$ cat config.mk
export PLATFORM = sky130hd
export DESIGN_NAME = chunk_reassembly_loss_tracker
export DESIGN_NICKNAME = d
export VERILOG_FILES = /design/src/rtl/core/crlt_pkg.sv /design/src/rtl/core/crlt_ctrl.sv /design/src/rtl/core/crlt_datapath.sv /design/src/rtl/core/chunk_reassembly_loss_tracker.sv
export VERILOG_INCLUDE_DIRS = /design/src /design/src/rtl/core
export SDC_FILE = /design/constraint.sdc
export NUM_CORES = 1
export LEC_CHECK = 0
export ABC_AREA = 0
export BUFFER_PORTS_ARGS = -buffer_cell sky130_fd_sc_hd__buf_4
export CORE_UTILIZATION = 52
export CTS_CLUSTER_DIAMETER = 150
export DETAILED_ROUTE_END_ITERATION = 7
export GPL_TIMING_DRIVEN = 0
export PLACE_DENSITY = 0.73
export REMOVE_ABC_BUFFERS = 1
export SYNTH_ARGS = -nofsm -noshare
export SYNTH_HDL_FRONTEND = slang
export SYNTH_SLANG_ARGS = --single-unit
$ cat constraint.sdc
create_clock -name i_clk -period 9.4 [get_ports i_clk]
set_clock_uncertainty 0.15 [all_clocks]
set_input_delay 0.47 -clock i_clk [delete_from_list [all_inputs] [get_ports i_clk]]
set_output_delay 0.47 -clock i_clk [all_outputs]
set_load 0.05 [all_outputs]
$ cat src/rtl/core/chunk_reassembly_loss_tracker_assert.svh
// Assertion macros for the chunk reassembly loss tracker modules; crlt_ctrl uses them.
`ifndef CHUNK_REASSEMBLY_LOSS_TRACKER_ASSERT_SVH
`define CHUNK_REASSEMBLY_LOSS_TRACKER_ASSERT_SVH

// Checks a property at every rising clock edge outside of reset.
`define CRLT_ASSERT(lbl, clk, rst_n, prop, msg) \
    lbl: assert property (@(posedge clk) disable iff (!rst_n) (prop)) else $error(msg);

// Checks a property at every rising clock edge, reset included.
`define CRLT_ASSERT_ALWAYS(lbl, clk, prop, msg) \
    lbl: assert property (@(posedge clk) (prop)) else $error(msg);

`endif

$ cat src/rtl/core/crlt_pkg.sv
// Package with the shared types and constants of the chunk reassembly loss tracker.
package crlt_pkg;

    localparam int W_KIND   = 2;
    localparam int W_OFFSET = 18;
    localparam int W_LOST   = 7;
    localparam int W_FRAME  = 6;
    localparam int W_CHUNK  = 7;
    localparam int W_PLEN   = 11;

    localparam int HEADER_BYTES = 16;
    localparam int FULL_PACKET  = 1308;
    localparam logic [W_PLEN-1:0] CHUNK_BYTES_RST = W_PLEN'(FULL_PACKET - HEADER_BYTES);

    localparam logic [W_KIND-1:0] KIND_PLACE    = 2'd0;
    localparam logic [W_KIND-1:0] KIND_LOST     = 2'd1;
    localparam logic [W_KIND-1:0] KIND_COMPLETE = 2'd2;
    localparam logic [W_KIND-1:0] KIND_FAILED   = 2'd3;

    localparam logic [1:0] PH_IDLE = 2'd0;
    localparam logic [1:0] PH_OPEN = 2'd1;
    localparam logic [1:0] PH_SENT = 2'd3;

    typedef struct packed {
        logic load_hdr;
        logic load_list;
        logic emit_place;
        logic emit_lost;
        logic emit_verdict;
        logic step;
    } t_cmd;

    typedef struct packed {
        logic [1:0] phase;
        logic       place_ok;
        logic       do_list;
        logic       pend_now_any;
        logic       pend_any;
        logic       pend_bit;
        logic       pend_last;
        logic       slot_free;
    } t_status;

endpackage

$ cat src/rtl/core/crlt_ctrl.sv
// Controller state machine that sequences header, lost list and verdict results.
`include "chunk_reassembly_loss_tracker_assert.svh"

module crlt_ctrl
    import crlt_pkg::*;
(
    input  logic    i_clk,
    input  logic    i_rst_n,
    input  logic    i_valid,
    input  logic    i_op,
    input  t_status i_sts,
    output t_cmd    o_cmd,
    output logic    o_stall
);

    localparam logic [1:0] S_IDLE    = 2'd0;
    localparam logic [1:0] S_PLACE   = 2'd1;
    localparam logic [1:0] S_LIST    = 2'd2;
    localparam logic [1:0] S_VERDICT = 2'd3;

    logic [1:0] r_state;
    logic [1:0] n_state;

    always_comb begin
        n_state = r_state;
        o_cmd   = '0;
        unique case (r_state)
            S_IDLE: begin
                if (i_valid) begin
                    if (!i_op) begin
                        o_cmd.load_hdr = 1'b1;
                        n_state        = S_PLACE;
                    end else if (i_sts.phase == PH_SENT) begin
                        n_state = S_VERDICT;
                    end else if (i_sts.phase == PH_OPEN) begin
                        o_cmd.load_list = 1'b1;
                        if (i_sts.pend_now_any) begin
                            n_state = S_LIST;
                        end
                    end
                end
            end
            S_PLACE: begin
                if (i_sts.place_ok) begin
                    if (i_sts.slot_free) begin
                        o_cmd.emit_place = 1'b1;
                        o_cmd.load_list  = i_sts.do_list;
                        n_state = (i_sts.do_list && i_sts.pend_now_any) ? S_LIST : S_IDLE;
                    end
                end else begin
                    o_cmd.load_list = i_sts.do_list;
                    n_state = (i_sts.do_list && i_sts.pend_now_any) ? S_LIST : S_IDLE;
                end
            end
            S_LIST: begin
                if (i_sts.pend_bit) begin
                    if (i_sts.slot_free) begin
                        o_cmd.emit_lost = 1'b1;
                        if (i_sts.pend_last) begin
                            n_state = S_IDLE;
                        end
                    end
                end else begin
                    o_cmd.step = 1'b1;
                end
            end
            S_VERDICT: begin
                if (i_sts.slot_free) begin
                    o_cmd.emit_verdict = 1'b1;
                    n_state            = S_IDLE;
                end
            end
        endcase
    end

    always_ff @(posedge i_clk) begin
        if (!i_rst_n) begin
            r_state <= S_IDLE;
        end else begin
            r_state <= n_state;
        end
    end

    assign o_stall = (r_state != S_IDLE);

    `CRLT_ASSERT(a_one_emit, i_clk, i_rst_n, $onehot0({o_cmd.emit_place, o_cmd.emit_lost, o_cmd.emit_verdict}), "more than one result emitted in a cycle")
    `CRLT_ASSERT(a_emit_slot, i_clk, i_rst_n, (o_cmd.emit_place || o_cmd.emit_lost || o_cmd.emit_verdict) |-> i_sts.slot_free, "result emitted while the output slot is busy")
    `CRLT_ASSERT(a_list_pending, i_clk, i_rst_n, (r_state == S_LIST) |-> i_sts.pend_any, "lost list walk with no missing chunk left")
    `CRLT_ASSERT(a_list_sets_sent, i_clk, i_rst_n, o_cmd.load_list |=> (i_sts.phase == PH_SENT), "lost list start did not mark the list as sent")

endmodule

$ cat src/rtl/core/crlt_datapath.sv
// Datapath with frame tracking state, offset calculation, lost walk and output register.
module crlt_datapath
    import crlt_pkg::*;
#(
    parameter int MAX_CHUNKS = 32
) (
    input  logic                 i_clk,
    input  logic                 i_rst_n,
    input  t_cmd                 i_cmd,
    output t_status              o_sts,
    input  logic                 i_start_flag,
    input  logic                 i_end_flag,
    input  logic [W_FRAME-1:0]   i_frame_num,
    input  logic [W_CHUNK-1:0]   i_chunk_index,
    input  logic [W_CHUNK-1:0]   i_chunk_count,
    input  logic [W_PLEN-1:0]    i_payload_length,
    input  logic [63:0]          i_map_high,
    input  logic [7:0]           i_map_low,
    input  logic                 i_out_stall,
    output logic                 o_out_valid,
    output logic [W_KIND-1:0]    o_kind,
    output logic [W_OFFSET-1:0]  o_write_offset,
    output logic                 o_buffer_select,
    output logic [W_LOST-1:0]    o_lost_chunk,
    output logic [W_FRAME-1:0]   o_cur_frame,
    output logic                 o_last
);

    localparam int JW = (MAX_CHUNKS > 1) ? $clog2(MAX_CHUNKS) : 1;
    localparam logic [W_CHUNK-1:0] MAX_C = W_CHUNK'(MAX_CHUNKS);

    logic [1:0]            r_phase;
    logic [W_FRAME-1:0]    r_cur;
    logic [W_CHUNK-1:0]    r_chunks;
    logic [W_PLEN-1:0]     r_bytes;
    logic [W_OFFSET-1:0]   r_off;
    logic [MAX_CHUNKS-1:0] r_map;
    logic                  r_ping;
    logic [MAX_CHUNKS-1:0] r_pend;
    logic [JW-1:0]         r_j;
    logic                  r_place_ok;
    logic                  r_do_list;

    // Header update.
    logic                  opening;
    logic [1:0]            n_phase;
    logic [W_FRAME-1:0]    n_cur;
    logic [W_CHUNK-1:0]    n_chunks;
    logic [W_PLEN-1:0]     n_bytes;
    logic [W_OFFSET-1:0]   n_off;
    logic [MAX_CHUNKS-1:0] n_map;
    logic [MAX_CHUNKS-1:0] mark_vec;
    logic [7:0]            map_byte [9];
    logic                  found;
    logic [3:0]            sel_b;
    logic [7:0]            sel_byte;
    logic [3:0]            run;
    logic [3:0]            byte_dist;
    logic [W_CHUNK-1:0]    base;
    logic [W_CHUNK-1:0]    num;
    logic [W_OFFSET-1:0]   prod;

    always_comb begin
        for (int b = 0; b < 8; b++) begin
            map_byte[b] = i_map_high[8*(7-b) +: 8];
        end
        map_byte[8] = i_map_low;
    end

    always_comb begin
        for (int i = 0; i < MAX_CHUNKS; i++) begin
            mark_vec[i] = (i_chunk_index == W_CHUNK'(i));
        end
    end

    always_comb begin
        found    = 1'b0;
        sel_b    = 4'd0;
        sel_byte = 8'd0;
        for (int k = 8; k >= 0; k--) begin
            if (map_byte[k] != 8'd0) begin
                found    = 1'b1;
                sel_b    = 4'(k);
                sel_byte = map_byte[k];
            end
        end
        run = 4'd8;
        for (int i = 7; i >= 0; i--) begin
            if (!sel_byte[i]) begin
                run = 4'(i);
            end
        end
    end

    always_comb begin
        opening   = (i_start_flag && !i_end_flag) ||
                    (!i_start_flag && (i_frame_num != r_cur));
        n_bytes   = (i_start_flag && !i_end_flag) ? i_payload_length : r_bytes;
        n_phase   = opening ? PH_OPEN : r_phase;
        n_cur     = opening ? i_frame_num : r_cur;
        n_chunks  = opening ? i_chunk_count : r_chunks;
        n_map     = (opening ? '0 : r_map) | mark_vec;
        byte_dist = 4'd8 - sel_b;
        base      = W_CHUNK'({byte_dist, 3'b000}) + W_CHUNK'(run);
        // A map with only its last byte set and bit 0 clear would give minus one.
        num       = (base == '0) ? '0 : base - W_CHUNK'(1);
        prod      = W_OFFSET'(num) * W_OFFSET'(n_bytes);
        if (found) begin
            n_off = prod;
        end else begin
            n_off = opening ? '0 : r_off;
        end
    end

    // Missing chunks inside the walk range.
    logic [W_CHUNK-1:0]    walk_len;
    logic [MAX_CHUNKS-1:0] range_mask;
    logic [MAX_CHUNKS-1:0] pend_now;
    logic [MAX_CHUNKS-1:0] j_onehot;
    logic                  slot_free;

    always_comb begin
        walk_len = (r_chunks < MAX_C) ? r_chunks : MAX_C;
        for (int i = 0; i < MAX_CHUNKS; i++) begin
            range_mask[i] = (W_CHUNK'(i) < walk_len);
            j_onehot[i]   = (r_j == JW'(i));
        end
        pend_now = ~r_map & range_mask;
    end

    assign slot_free = !o_out_valid || !i_out_stall;

    always_comb begin
        o_sts              = '0;
        o_sts.phase        = r_phase;
        o_sts.place_ok     = r_place_ok;
        o_sts.do_list      = r_do_list;
        o_sts.pend_now_any = (pend_now != '0);
        o_sts.pend_any     = (r_pend != '0);
        o_sts.pend_bit     = ((r_pend & j_onehot) != '0);
        o_sts.pend_last    = ((r_pend & ~j_onehot) == '0);
        o_sts.slot_free    = slot_free;
    end

    always_ff @(posedge i_clk) begin
        if (!i_rst_n) begin
            r_phase    <= PH_IDLE;
            r_cur      <= '0;
            r_chunks   <= '0;
            r_bytes    <= CHUNK_BYTES_RST;
            r_off      <= '0;
            r_map      <= '0;
            r_ping     <= 1'b0;
            r_pend     <= '0;
            r_j        <= '0;
            r_place_ok <= 1'b0;
            r_do_list  <= 1'b0;
        end else begin
            if (i_cmd.load_hdr) begin
                r_phase    <= n_phase;
                r_cur      <= n_cur;
                r_chunks   <= n_chunks;
                r_bytes    <= n_bytes;
                r_off      <= n_off;
                r_map      <= n_map;
                r_place_ok <= (i_frame_num == n_cur);
                r_do_list  <= i_end_flag && (n_phase == PH_OPEN);
            end
            if (i_cmd.load_list) begin
                r_pend  <= pend_now;
                r_j     <= '0;
                r_phase <= PH_SENT;
            end
            if (i_cmd.emit_lost) begin
                r_pend <= r_pend & ~j_onehot;
            end
            if (i_cmd.emit_lost || i_cmd.step) begin
                r_j <= r_j + JW'(1);
            end
            if (i_cmd.emit_verdict) begin
                r_phase <= PH_IDLE;
                if (pend_now == '0) begin
                    r_ping <= ~r_ping;
                end
            end
        end
    end

    // Output register.
    logic emit_any;
    assign emit_any = i_cmd.emit_place || i_cmd.emit_lost || i_cmd.emit_verdict;

    always_ff @(posedge i_clk) begin
        if (!i_rst_n) begin
            o_out_valid <= 1'b0;
        end else if (emit_any) begin
            o_out_valid <= 1'b1;
        end else if (!i_out_stall) begin
            o_out_valid <= 1'b0;
        end
    end

    always_ff @(posedge i_clk) begin
        if (emit_any) begin
            o_buffer_select <= r_ping;
            o_cur_frame     <= r_cur;
            o_write_offset  <= i_cmd.emit_place ? r_off : '0;
            o_lost_chunk    <= i_cmd.emit_lost ? (W_LOST'(r_j) + W_LOST'(1)) : '0;
            if (i_cmd.emit_place) begin
                o_kind <= KIND_PLACE;
                o_last <= !(r_do_list && (pend_now != '0));
            end else if (i_cmd.emit_lost) begin
                o_kind <= KIND_LOST;
                o_last <= o_sts.pend_last;
            end else begin
                o_kind <= (pend_now == '0) ? KIND_COMPLETE : KIND_FAILED;
                o_last <= 1'b1;
            end
        end
    end

endmodule

$ cat src/rtl/core/chunk_reassembly_loss_tracker.sv
// Top level of the chunk reassembly loss tracker: controller plus datapath.
// A packet header's placement goes from the placement state into the output register.
// A lost list walks one chunk per cycle, holding at a missing chunk while the output is busy,
// up to min(chunk count, MAX_CHUNKS). A new header or timeout is taken only once the
// controller is back in idle, after the previous one's results have all been emitted.
// Reset is synchronous and active low; it returns the frame state to idle.
module chunk_reassembly_loss_tracker
    import crlt_pkg::*;
#(
    parameter int MAX_CHUNKS = 32
) (
    input  logic                 i_clk,
    input  logic                 i_rst_n,
    // Input channel: one transfer per header or timeout.
    input  logic                 i_valid,
    output logic                 o_stall,
    input  logic                 i_op,
    input  logic                 i_start_flag,
    input  logic                 i_end_flag,
    input  logic [W_FRAME-1:0]   i_frame_num,
    input  logic [W_CHUNK-1:0]   i_chunk_index,
    input  logic [W_CHUNK-1:0]   i_chunk_count,
    input  logic [W_PLEN-1:0]    i_payload_length,
    input  logic [63:0]          i_map_high,
    input  logic [7:0]           i_map_low,
    // Output channel: one transfer per result.
    output logic                 o_valid,
    input  logic                 i_stall,
    output logic [W_KIND-1:0]    o_kind,
    output logic [W_OFFSET-1:0]  o_write_offset,
    output logic                 o_buffer_select,
    output logic [W_LOST-1:0]    o_lost_chunk,
    output logic [W_FRAME-1:0]   o_cur_frame,
    output logic                 o_last
);

    // The controller only takes a new transfer while idle. The datapath updates the
    // frame state in the transfer cycle, then the controller steps through the
    // placement, the lost chunk walk or the verdict, each result going into the
    // output register whenever that register is empty or being drained.
    t_cmd    cmd;
    t_status sts;

    crlt_ctrl u_ctrl (
        .i_clk   (i_clk),
        .i_rst_n (i_rst_n),
        .i_valid (i_valid),
        .i_op    (i_op),
        .i_sts   (sts),
        .o_cmd   (cmd),
        .o_stall (o_stall)
    );

    crlt_datapath #(
        .MAX_CHUNKS (MAX_CHUNKS)
    ) u_datapath (
        .i_clk            (i_clk),
        .i_rst_n          (i_rst_n),
        .i_cmd            (cmd),
        .o_sts            (sts),
        .i_start_flag     (i_start_flag),
        .i_end_flag       (i_end_flag),
        .i_frame_num      (i_frame_num),
        .i_chunk_index    (i_chunk_index),
        .i_chunk_count    (i_chunk_count),
        .i_payload_length (i_payload_length),
        .i_map_high       (i_map_high),
        .i_map_low        (i_map_low),
        .i_out_stall      (i_stall),
        .o_out_valid      (o_valid),
        .o_kind           (o_kind),
        .o_write_offset   (o_write_offset),
        .o_buffer_select  (o_buffer_select),
        .o_lost_chunk     (o_lost_chunk),
        .o_cur_frame      (o_cur_frame),
        .o_last           (o_last)
    );

endmodule
; Yosys cells after proc, flatten, opt, wreduce, memory -nomap -nowiden
; Cells that the tools add are included.
[word_totals]
output_inout_bits = 37
romBits = 0
latchBits = 0
elab_cells = 273
reg_bits = 154
mem_bits_rw = 0
mem_count = 0
[op_classes]
shifts = 0
eq_ne = 79
addsub = 5
n_reduce_logical = 42
bitwise = 8
n_lt_le_gt_ge = 33
mux = 85
mul = 1
n_div = 0
[op_table]
columns = op, count
row1 = $eq 7x5->1 const B, 16
row2 = $lt 5x7->1 const A, 16
row3 = $and 32x32->32, 3
row4 = $mux 32, 3
row5 = $eq 5x5->1 const B, 16
row6 = $mux 8, 9
row7 = $reduce_bool 8->1, 9
row8 = $mux 4, 17
row9 = $logic_not 32->1, 2
row10 = $not 32->32, 2
row11 = $reduce_bool 32->1, 2
row12 = $eq 7x4->1 const B, 8
row13 = $lt 4x7->1 const A, 8
row14 = $eq 5x4->1 const B, 8
row15 = $mux 18, 2
row16 = $mux 2, 17
row17 = $or 32x32->32, 1
row18 = $mux 1, 29
row19 = $eq 7x3->1 const B, 4
row20 = $lt 3x7->1 const A, 4
row21 = $eq 5x3->1 const B, 4
row22 = $mul 7x11->18, 1
row23 = $eq 7x2->1 const B, 2
row24 = $logic_not 7->1, 2
row25 = other kinds (36), 68

; Logic depth before layout (Yosys ltp)
[logic_depth]
ltp_word = 23
ltp_mapped = 35

; By module
; A second synthesis with hierarchy kept.
[hier_totals]
cells_unflattened = 1358
hier_area_um2 = 11044.3
[modules_own_cells]
columns = module, instances, area_each_um2, cells_each
row1 = crlt_datapath, 1, 10780.3, 1325
row2 = crlt_ctrl, 1, 264.0, 33

; Least setup slack after synthesis
; OpenSTA, ideal clock, no wires.
[synth_timing]
path_kind = input -> register
from = input i_map_high[57]
to = register u_datapath.r_off[17]
path_stages = 34
t_arrival_ps = 8030
slack_ps = 1098
cell_sequence = nor4_2 > nand4_2 > or2_1 > o31a_1 > a22oi_2 > nand2_1 > nor3_1 > ha_1 > nand2_1 > or2_2 > and4_1 > o21a_1 > or2_1 > nor3_4 > buf_6 > buf_4 > nor3_1 > fa_1 > inv_1 > fa_1 > inv_1 > fa_1 > inv_1 > fa_1 > inv_1 > ha_1 > and2_1 > o21ai_0 > o21ai_0 > o41ai_1 > o21ai_0 > a31oi_1 > xnor2_1 > o21ai_0
[synth_between]
elab_chain_cells = 15
[synth_lines]
columns = item, line
row1 = from (decl), chunk_reassembly_loss_tracker.sv:24  ; input logic [63:0] i_map_high,
row2 = $reduce_bool 8->1, crlt_datapath.sv:81  ; if (map_byte[k] != 8'd0) begin
row3 = $mux 8, crlt_datapath.sv:81
row4 = $mux 4 (8 in series), crlt_datapath.sv:89  ; if (!sel_byte[i]) begin
row5 = $add 7x4->7, crlt_datapath.sv:104  ; base = W_CHUNK'({byte_dist, 3'b000}) + W_CHUNK'(run);
row6 = $sub 7x1->7 / $logic_not 7->1 (equally long branches), crlt_datapath.sv:106  ; num = (base == '0) ? '0 : base - W_CHUNK'(1);
row7 = $mux 7, crlt_datapath.sv:106
row8 = $mul 7x11->18, crlt_datapath.sv:107  ; prod = W_OFFSET'(num) * W_OFFSET'(n_bytes);
row9 = $mux 18, crlt_datapath.sv:108  ; if (found) begin
row10 = to (signal assigned), crlt_datapath.sv:164  ; r_off <= n_off;
row11 = to (decl), crlt_datapath.sv:36  ; logic [W_OFFSET-1:0] r_off;
; Several ways; a longest one is shown, not always the timed one.
; A chain may end at the register's enable or synchronous reset.

; Worst setup path after layout
[layout_timing]
from = input i_map_high[53]
to = register u_datapath.r_off[16]
[layout_between]
elab_chain_cells = 16
[layout_lines]
columns = item, line
row1 = $reduce_bool 8->1, crlt_datapath.sv:81
row2 = $mux 8 (2 in series), crlt_datapath.sv:81
row3 = $mux 4 (8 in series), crlt_datapath.sv:89
row4 = $add 7x4->7, crlt_datapath.sv:104
row5 = $sub 7x1->7 / $logic_not 7->1 (equally long branches), crlt_datapath.sv:106
row6 = $mux 7, crlt_datapath.sv:106
row7 = $mul 7x11->18, crlt_datapath.sv:107
row8 = $mux 18, crlt_datapath.sv:108
; Several ways; a longest one is shown, not always the timed one.

==> results_dict.tcl <==
set metrics [dict create \
    avgRoutedWirePerCell_um 18.2 \
    slowest_delay_ns 0.60 \
    synth_cell_types 85 \
    grt_pass1_wl_mm 52.3 \
    cts_buffers 17 \
    drive_gt1_frac 0.166 \
    clock_latency_ns 0.43 \
    syn_area_per_cell_um2 8.11 \
    drv_slew 0 \
    max_freq_mhz 113 \
    fp.dieW_um 150 \
    drc 0 \
    synth_area_mm2 0.0114 \
    setup_viol 0 \
    grt_busiest_layer "met2" \
    dr.pass1.iters 6 \
    cts_root_buf "clkbuf_16" \
    crit_path_frequent_cell "inv_1" \
    p_leak_nw 5.30 \
    seq_area_frac_synth 0.299 \
    hold_buffers 0 \
    dp_hpwl_mm 24.0 \
    via_per_inst 6.08 \
    slowest_stage "fa_1" \
    max-slew-margin-rel 0.0340 \
    cts_buffer_depth 2 \
    yosys-top-cells-area "dfxtp_1, edfxtp_1, fa_1, nor2_1, ha_1" \
    stdcell_area_mm2 0.0134 \
    hold_class "input port to flip-flop" \
    power_w 0.00262 \
    portBuffers 145 \
    min_period_ns 8.86 \
    nets 1702 \
    synth_edf_count 34 \
    cts_tree "yes" \
    clk_pin_slew_ns 0.07 \
    grt_use_met2 0.446 \
    tightest_slew_ns 1.45 \
    core_mm2 0.0212 \
    grt_antenna_before_repair 0 \
    drtIter0Drc 1147 \
    synth-async-reset-ratio 0 \
    rows 53 \
    synth_flop_cell "dfxtp_1" \
    grt_max_degree 88 \
    synthesis.instances 1405 \
    fin_setup_tns_ns 0 \
    met1_usage 0.433 \
    yosys_warnings 0 \
    hold_viol 0 \
    die_h_um 150 \
    dieArea_mm2 0.0225 \
    ios 147 \
    synth_common_cells "nor2_1, nand2_1, dfxtp_1" \
    cp-start-kind "input port" \
    drt-total-wl_mm 32.6 \
    start_util 0.537 \
    grtUsageMet3 0.0369 \
    endpoint_kind "flip-flop" \
    rsz0062_at_grt "no" \
    critPathKind "input port to flip-flop" \
    grt-ovfl-total 0 \
    crit_fanout 11 \
    grtUsageTotal 0.294 \
    powerDensity_mw_per_mm2 195 \
    gp_congestion 0.953 \
    placed_area_mm2 0.0126 \
    cp_data_arrival_time_ns 9.07 \
    netlist.area_leader.share 0.209 \
    numClockSinks 153 \
    synthToLayoutAreaGrowth_pct 17.9 \
    ir_drop_v 0.000154 \
    h-tree-depth 4 \
    yosysMostFrequentCell "nor2_1" \
    fin_crit_sh 0.943 \
    status "finished, final reports clean" \
    dp.cells 1748 \
    crit_required_ns 9.61 \
    vias 10900 \
    ys_ff_latch 153 \
    maxCapViolCount 0 \
    ant_nets 0 \
    grt_pass1_vias 10100 \
    diodes 0 \
    synth_area_leader_cell "dfxtp_1" \
    finalNonFillerCells 1789 \
]
[state kept, by name, summed over array words and instances, names as in the netlist, 5 cells and up]
name,flops
u_datapath.r_chunks,7
u_datapath.r_pend,32
u_datapath.r_bytes,11
u_datapath.o_write_offset,18
u_datapath.r_cur,6
u_datapath.o_cur_frame,6
u_datapath.r_map,32
u_datapath.r_j,5
u_datapath.r_off,18
u_datapath.o_lost_chunk,6
[path summary, 6_finish.rpt]
path	start	endpoint	slack [ns]	cells past startpoint
max reg2reg	u_datapath.r_bytes[3]$_SDFFE_PN1P_	u_datapath.r_off[16]$_SDFFE_PN0P_	3.71	20
min	i_chunk_count[6]	u_datapath.r_chunks[6]$_SDFFE_PN0P_	0.13	3
min reg2reg	u_datapath.r_cur[4]$_SDFFE_PN0P_	u_datapath.o_cur_frame[4]$_DFFE_PP_	0.33	0
max	i_map_high[53]	u_datapath.r_off[16]$_SDFFE_PN0P_	0.54	33
[critical path, delay by kind of cell]
kind	cells	cell delay [ns]
AOI/OAI and AO/OA	6	1.50
adders and majority gates	6	2.75
buffers and inverters	6	0.42
muxes	1	0.34
and+or+nand+nor	14	3.58
[routing by layer]
layer  vias up  wire length, µm
met2       488            14400
met3        56             2510
li1       5236                -
met4         0              746
met1      5092            15000
met5         -                0
[report_power, final]
part | internal (W) | switching [W] | total (W)
logic | 0.000489 | 0.000672 | 0.00116
registers | 0.000710 | 0.0000239 | 0.000734
clock network | 0.000431 | 0.000299 | 0.000730
[layout make-up]
type	instances	area [µm²]
well taps	275	344
clock inverters	11	131
flip-flops and latches	153	3400
inverters	99	374
fillers	1838	7790
clock buffers	21	487
multi-input cells	1073	7450
repair buffers	157	1240
[cell families (layout without fill, tap and decap cells)]
group	after synthesis	after routing	synth area share
and+or+nand+nor	517	518	0.228
AOI/OAI and AO/OA	404	404	0.232
buffers and inverters	180	288	0.0621
DFF	153	153	0.299
adders and majority gates	91	91	0.129
muxes	33	33	0.0302
xor gates and xnor gates	26	26	0.0200
other	1	1	0.000329
[repair_timing]
action                                  4_1_cts  5_1_grt
pin swaps                                     1        3
buffers inserted                              0        7
gates resized for setup                       1       14
endpoints found under the setup margin        5        8
cloned                                        1        0
[layout by cell type (no fill, tap or decap), types with 19 or more instances in the layout]
cell,count
a21oi_1,101
a22oi_1,65
a31oi_1,23
and2_1,29
buf_4,151
clkbuf_16,19
dfxtp_1,119
edfxtp_1,34
fa_1,44
ha_1,47
inv_1,97
mux2i_1,21
nand2_1,133
nand3_1,25
nor2_1,161
nor3_1,42
o21ai_0,69
[stage by stage]
stage                     hold slack (ns)   util  worst slack (ns)
after global routing                0.138  0.633            0.0672
final                               0.135  0.633             0.537
after global placement              0.292  0.589            -0.867
after floorplan                     0.267      -             0.621
after detailed placement            0.304  0.595            -0.956
after CTS                           0.125  0.624            0.0580
Power figures use the tool's default switching activity.
